--- config.mk ---
export PLATFORM = sky130hd
export DESIGN_NAME = lsb_mod
export DESIGN_NICKNAME = d
export VERILOG_FILES = /design/src/hw/rtl/lsb_pkg.sv /design/src/hw/rtl/lsb_mod.sv
export SDC_FILE = /design/constraint.sdc
export NUM_CORES = 1
export LEC_CHECK = 0
export BUFFER_PORTS_ARGS = -buffer_cell sky130_fd_sc_hd__buf_2
export CORE_UTILIZATION = 29
export CTS_CLUSTER_SIZE = 10
export DETAILED_ROUTE_END_ITERATION = 7
export MAX_ROUTING_LAYER = met4
export PLACE_DENSITY_LB_ADDON = 0.05
export REMOVE_ABC_BUFFERS = 1
export SLEW_MARGIN = 40
export SYNTH_ARGS = -nofsm -noshare
export SYNTH_HDL_FRONTEND = slang
export SYNTH_SLANG_ARGS = --single-unit
--- constraint.sdc ---
create_clock -name clk -period 8.01 [get_ports clk]
set_input_delay 1.602 -clock clk [delete_from_list [all_inputs] [get_ports clk]]
set_output_delay 1.602 -clock clk [all_outputs]
set_load 0.01 [all_outputs]
--- src/hw/rtl/lsb_pkg.sv ---
// Shared types and constants of the lottery scheduler with boost.
package lsb_pkg;

    localparam int FUNC_W   = 2;
    localparam int SLOT_W   = 6;
    localparam int STATUS_W = 3;
    localparam int TICKET_W = 16;
    localparam int TOTAL_W  = 23;
    localparam int DRAW_W   = 31;

    localparam logic [TOTAL_W-1:0] TOTAL_MAX = 23'h7fffff;

    localparam logic [DRAW_W-1:0] LCG_MUL = 31'(32'd1103515245);
    localparam logic [DRAW_W-1:0] LCG_ADD = 31'd12345;

    typedef enum logic [FUNC_W-1:0] {
        FN_STATUS  = 2'd0,
        FN_TICKETS = 2'd1,
        FN_ROUND   = 2'd2,
        FN_NONE    = 2'd3
    } func_t;

    localparam logic [STATUS_W-1:0] ST_UNUSED   = 3'd0;
    localparam logic [STATUS_W-1:0] ST_EMBRYO   = 3'd1;
    localparam logic [STATUS_W-1:0] ST_SLEEPING = 3'd2;
    localparam logic [STATUS_W-1:0] ST_RUNNABLE = 3'd3;
    localparam logic [STATUS_W-1:0] ST_RUNNING  = 3'd4;

    typedef enum logic [2:0] {
        S_IDLE,
        S_UPD,
        S_SUM,
        S_GEN_MUL,
        S_GEN_ADD,
        S_MOD,
        S_PICK,
        S_DONE
    } state_t;

endpackage

--- src/hw/rtl/lsb_mod.sv ---
// Restoring remainder unit: one dividend bit per cycle.
module lsb_mod
    import lsb_pkg::*;
#(
    parameter int VW = 23
) (
    input  logic              clk,
    input  logic              rst_n,
    input  logic              start,
    input  logic [DRAW_W-1:0] dividend,
    input  logic [VW-1:0]     divisor,
    output logic              done,
    output logic [VW-1:0]     rem
);
    localparam int CW = $clog2(DRAW_W + 1);

    logic              busy_reg, busy_next;
    logic [CW-1:0]     cnt_reg, cnt_next;
    logic [DRAW_W-1:0] dvd_reg, dvd_next;
    logic [VW-1:0]     dvs_reg, dvs_next;
    logic [VW:0]       rem_reg, rem_next;
    logic [VW:0]       trial;

    always_comb
    begin
        busy_next = busy_reg;
        cnt_next  = cnt_reg;
        dvd_next  = dvd_reg;
        dvs_next  = dvs_reg;
        rem_next  = rem_reg;
        trial     = {rem_reg[VW-1:0], dvd_reg[DRAW_W-1]};
        done      = 1'b0;
        if (start)
        begin
            busy_next = 1'b1;
            cnt_next  = '0;
            dvd_next  = dividend;
            dvs_next  = divisor;
            rem_next  = '0;
        end
        else if (busy_reg)
        begin
            // subtract when the shifted remainder reaches the divisor
            rem_next = (trial >= {1'b0, dvs_reg}) ? trial - {1'b0, dvs_reg} : trial;
            dvd_next = {dvd_reg[DRAW_W-2:0], 1'b0};
            cnt_next = cnt_reg + 1'b1;
            if (cnt_reg == CW'(DRAW_W - 1))
            begin
                busy_next = 1'b0;
            end
        end
        else if (cnt_reg == CW'(DRAW_W))
        begin
            done     = 1'b1;
            cnt_next = '0;
        end
    end

    assign rem = rem_reg[VW-1:0];

    always_ff @(posedge clk or negedge rst_n)
    begin
        if (!rst_n)
        begin
            busy_reg <= 1'b0;
            cnt_reg  <= '0;
        end
        else
        begin
            busy_reg <= busy_next;
            cnt_reg  <= cnt_next;
        end
    end

    always_ff @(posedge clk)
    begin
        dvd_reg <= dvd_next;
        dvs_reg <= dvs_next;
        rem_reg <= rem_next;
    end
endmodule

==> results of run 1 <==
## cell families (layout without fill, tap and decap cells)
logic type               after synthesis  count (layout)  share of synthesized area
buffers and inverters                 50             133                     0.0468
AO/OA/AOI/OAI                        104             104                      0.159
multiplexers                          37              37                     0.0888
adder cells (fa/ha/maj)               27              27                     0.0752
flip-flops                            83              83                      0.486
XOR/XNOR                              21              21                     0.0400
AND/OR/NAND/NOR                      104             104                      0.104
## layer usage
metal / vias up / share of wire / GRT usage
li1: 1713 / - / -
met1: 1557 / 0.47 / 0.163
met2: 71 / 0.44 / 0.205
met3: 10 / 0.069 / 0.0522
met4: 0 / 0.015 / 0.0498
met5: - / 0 / -
## where the power goes
part	internal [mW]	switching [mW]	total, mW
clock	0.242	0.176	0.419
sequential	0.533	0.0603	0.593
combinational	0.303	0.378	0.681
## cell type report
class | instances | area (sq um) | share of cell area
flip-flops and latches | 83 | 2230 | 0.406
multi-input cells | 293 | 2150 | 0.391
repair buffers | 85 | 440 | 0.0801
well taps | 211 | 264 | 0.0480
clock buffers | 10 | 229 | 0.0416
inverters | 32 | 120 | 0.0218
clock inverters | 6 | 65.1 | 0.0118
## critical path, delay by kind of cell
family / cells / cell delay, ns
buffers and inverters: 2 / 0.53
AND/OR/NAND/NOR: 2 / 0.57
## layout by cell type, fill, tap and decap left out, types with 4 or more instances in the layout
cell        n
a211oi_1   20
a21o_1      7
a21oi_1    29
buf_2      79
buf_4       6
clkbuf_16   9
dfrtp_1     5
dfxtp_1    23
edfxtp_1   54
ha_1       26
inv_1      32
mux2_2     30
mux2i_1     7
nand2_1    18
nor2_1     49
nor3_1     11
nor3b_1     5
o21ai_0     9
o21bai_1    4
xnor2_1     9
xor2_1     12
## path summary, 6_finish.rpt
path | end | from | cells past startpoint | slack, ns
worst max register to register | rem_reg[6] | dvd_reg[30] | 13 | 4.88
worst max-delay path | done | start | 4 | 3.69
worst min-delay path | rem_reg[21] | rem_reg[21] | 2 | 0.52
worst min register to register | rem_reg[21] | rem_reg[21] | 2 | 0.52
min in group asynchronous | cnt_reg[0] | rst_n | 1 | 1.07
max in group asynchronous | busy_reg | rst_n | 1 | 6.77
## through the flow
stage / utilization / total power, mW / worst slack, ns / std cells / cell area (sq um)
2_1_floorplan: - / 1.09 / 4.06 / 408 / 4500
3_3_place_gp: 0.339 / 1.28 / 3.39 / 702 / 5190
3_5_place_dp: 0.340 / 1.29 / 3.35 / 704 / 5200
4_1_cts: 0.359 / 1.72 / 3.38 / 720 / 5500
5_1_grt: 0.359 / 1.83 / 3.51 / 720 / 5500
6_report: 0.359 / 1.69 / 3.69 / 720 / 5500
==> out/metrics.yaml, run 1 <==
path_cells: "buf_4, or2_4, nor2_1, buf_2"
synthTopCellsByArea: "edfxtp_1 (35%), dfxtp_1 (10%), mux2_2 (7.4%), ha_1 (7.1%), nor2_1 (4.0%)"
cts.sinks: 83
cap_violations: 0
synth_cell_types: 59
fin_crit_ns: 4.32
vias: 3351
rows: 45
die-area_sq_mm: 0.0164
netlist_area_sq_mm: 0.00459
first_global_vias: 3422
rsz0062_at_grt: "false"
ys_top_cells_by_count: "edfxtp_1 (54), nor2_1 (49), inv_1 (32), mux2_2 (30), a21oi_1 (29)"
power.density_mw_per_mm2: 308
post_cts_resized: 0
insertedDiodeCount: 0
startpoint_type: "input port"
fin_skew_ns: 0.0126
largest_reg_flops: 31
clk_pin_slew_ns: 0.06
grt_pass1_wl_mm: 16.7
h-tree-depth: 3
drtPass1Iterations: 4
antenna_found_initial: 0
cp.arrival_ns: 2.72
syn_area_per_cell_sq_um: 10.8
hold_buffers: 0
synth-seq-area-share: 0.486
drv_slew: 0
timing.hold.ws_ns: 0.519
ys_warn_count: 0
final_nets: 588
timing.fmax_mhz: 231
async_reset_ff_frac: 0.0723
drt-initial-drc-count: 88
slowest_stage: "or2_4"
drcViolationCount: 0
outcome: "complete, no violations"
hp-class: "flop to flop"
synth-edff-count: 54
antenna_left: 0
slew_headroom: 0.600
grt_overflow: 0
worstMarginPinSlew_ns: 0.599
initial_core_util: 0.300
fin_crit_sh: 0.540
yosysTopAreaCell: "edfxtp_1"
area_delta_synth_final_pct: 19.7
final-hold-violation-count: 0
routed_wl_mm: 9.92
crit_type: "input port to output pin"
ir_drop_mv: 0.142
leakagePower_nw: 2.41
cts_buffer_depth: 2
track_usage: 0.135
cts_buffers: 9
endpoint_kind: "output pin"
netlist_instances: 426
cp_max_fo: 36
grt_start_max_net_pins: 59
die_w_microns: 128
drive_gt1_frac: 0.275
cp.required_ns: 6.41
gp_congestion: 0.770
insertion_delay_ns: 0.35
cts_tree: "yes"
fillCellCount: 1600
max_stage_delay_ns: 0.49
coreArea_sq_mm: 0.0153
post_cts_buffers: 0
synth_top_area_share: 0.353
num_io_pins: 81
cts-root-buf: "clkbuf_16"
synth_seq_cells: 83
portBuffers: 80
vias_per_cell: 4.65
setup_viol: 0
synthFlopType: "edfxtp_1"
wl_per_cell_microns: 13.8
tns_ns: 0
die_height_microns: 128
hpwl_mm: 7.12
synthMostInstantiatedCell: "edfxtp_1"
(Power assumes the default switching activity.)
==> inputs of run 2 (changes only) <==
==> constraint.sdc (replaced) <==
create_clock -name clk -period 4.4 [get_ports clk]
set_input_delay 0.88 -clock clk [delete_from_list [all_inputs] [get_ports clk]]
set_output_delay 0.88 -clock clk [all_outputs]
set_load 0.01 [all_outputs]
==> out/metrics.yaml, run 2 (synthesis results as in run 1) <==
layout_common_cells: "buf_2 (79), edfxtp_1 (54), nor2_1 (49), inv_1 (32), mux2_2 (30)"
startpoint_type: "flop"
ir_drop_mv: 0.274  # +93%
hold_buffers: 0  # unchanged
die_height_microns: 128  # unchanged
antenna_left: 0  # unchanged
die-area_sq_mm: 0.0164  # unchanged
tns_ns: 0  # unchanged
cts_buffer_depth: 2  # unchanged
post_cts_buffers: 0  # unchanged
portBuffers: 80  # unchanged
largest_reg_flops: 31  # unchanged
fillCellCount: 1606  # +0.38%
drtPass1Iterations: 4  # unchanged
insertedDiodeCount: 0  # unchanged
grt_overflow: 0  # unchanged
drcViolationCount: 0  # unchanged
drv_slew: 0  # unchanged
clk_pin_slew_ns: 0.07  # about the same
vias_per_cell: 4.75  # +2.1%
leakagePower_nw: 2.40  # -0.43%
pre_cts_ws_ns: 1.47  # -1.88 ns
fin_crit_ns: 2.92
final_util: 0.358  # -0.00131
timing.fmax_mhz: 342
vias: 3421  # +2.1%
setup_viol: 0  # unchanged
cts_tree: "yes"
power.density_mw_per_mm2: 556  # +81%
track_usage: 0.140  # +0.00478
cp.required_ns: 4.67  # -1.74 ns
die_w_microns: 128  # unchanged
grt_start_max_net_pins: 59  # unchanged
insertion_delay_ns: 0.35  # about the same
gp_congestion: 0.811  # +5.4%
cap_violations: 0  # unchanged
cp.arrival_ns: 3.20  # +0.48 ns
fin_skew_ns: 0.00897  # -0.00364 ns
drt-initial-drc-count: 134  # +52%
first_global_vias: 3419  # -0.088%
cts_buffers: 9  # unchanged
crit_type: "flop to flop"
fin_crit_sh: 0.664
area_delta_synth_final_pct: 19.3
rsz0062_at_grt: "false"
antenna_found_initial: 0  # unchanged
cts-root-buf: "clkbuf_16"
num_io_pins: 81  # unchanged
final-hold-violation-count: 0  # unchanged
hp-class: "input port to asynchronous set/reset pin"
h-tree-depth: 3  # unchanged
final_nets: 588  # unchanged
hpwl_mm: 7.30  # +2.5%
initial_core_util: 0.300  # unchanged
slew_headroom: 0.542  # -0.0585
routed_wl_mm: 10.2  # +3.3%
worstMarginPinSlew_ns: 0.687  # +0.0878 ns
grt_pass1_wl_mm: 17.3  # +3.9%
worst_slack_ns: 1.48  # -2.21 ns
wl_per_cell_microns: 14.2  # +3.3%
cp_max_fo: 4  # -89%
drive_gt1_frac: 0.275  # unchanged
post_cts_resized: 0  # unchanged
final_common_cell: "buf_2"
coreArea_sq_mm: 0.0153  # unchanged
outcome: "complete, no violations"
rows: 45  # unchanged
cts.sinks: 83  # unchanged
endpoint_kind: "flop"
run 2: changes by cell type in the layout (fill, tap and decap cells not counted):
cell       change
clkbuf_1       -1
or2_2          +1
clkinv_1       +1
inv_6          +1
or2_4          -1
clkinv_2       -1
clkinv_4       +1
bufinv_16      -1
run 2: worst paths after layout:
path	startpoint	end	cells after the start	slack [ns]
max in group asynchronous	rst_n	busy_reg	1	3.88
worst min register to register	rem_reg[7]	rem_reg[7]	2	0.52
worst max-delay path	dvd_reg[30]	rem_reg[18]	11	1.48
min in group clk	rem_reg[7]	rem_reg[7]	2	0.52
worst max register to register	dvd_reg[30]	rem_reg[18]	11	1.48
worst min-delay path	rst_n	cnt_reg[0]	1	0.35
run 2: layout make-up:
class                   count  area (sq um)  share of cell area
repair buffers             85           440              0.0803
clock buffers               9           225              0.0411
flip-flops and latches     83          2230               0.407
multi-input cells         293          2150               0.392
clock inverters             7          51.3             0.00936
inverters                  32           120              0.0219
well taps                 211           264              0.0482
run 2: power breakdown:
group	leakage (nW)	internal [mW]	switching, mW
Sequential	0.818	0.970	0.111
Clock	0.134	0.386	0.334
Combinational	1.44	0.544	0.702
run 2: worst max-delay path: stages, from the launching register on:
cell	delay, ns
edfxtp_1	0.34
inv_1	0.04
ha_1	0.21
fa_1	0.40
nand2b_1	0.16
a21oi_1	0.35
a21oi_1	0.19
o21bai_1	0.39
a21bo_2	0.25
nor3_1	0.06
o311a_1	0.29
nor3_1	0.15
run 2: per-layer routing:
metal / vias up / track usage / wire [microns]
met5: - / - / 0
met4: 0 / 0.0457 / 143
met3: 10 / 0.0497 / 633
met2: 79 / 0.208 / 4560
met1: 1613 / 0.177 / 4910
li1: 1719 / - / -
run 2: stage by stage:
stage / instances / hold WS (ns) / instance area (sq um) / total power [mW]
3_3_place_gp: 704 / 0.509 / 5200 / 2.36
3_5_place_dp: 704 / 0.517 / 5200 / 2.36
4_1_cts: 720 / 0.344 / 5480 / 3.10
5_1_grt: 720 / 0.346 / 5480 / 3.29
2_1_floorplan: 408 / 0.516 / 4500 / 1.98
6_report: 720 / 0.351 / 5480 / 3.05
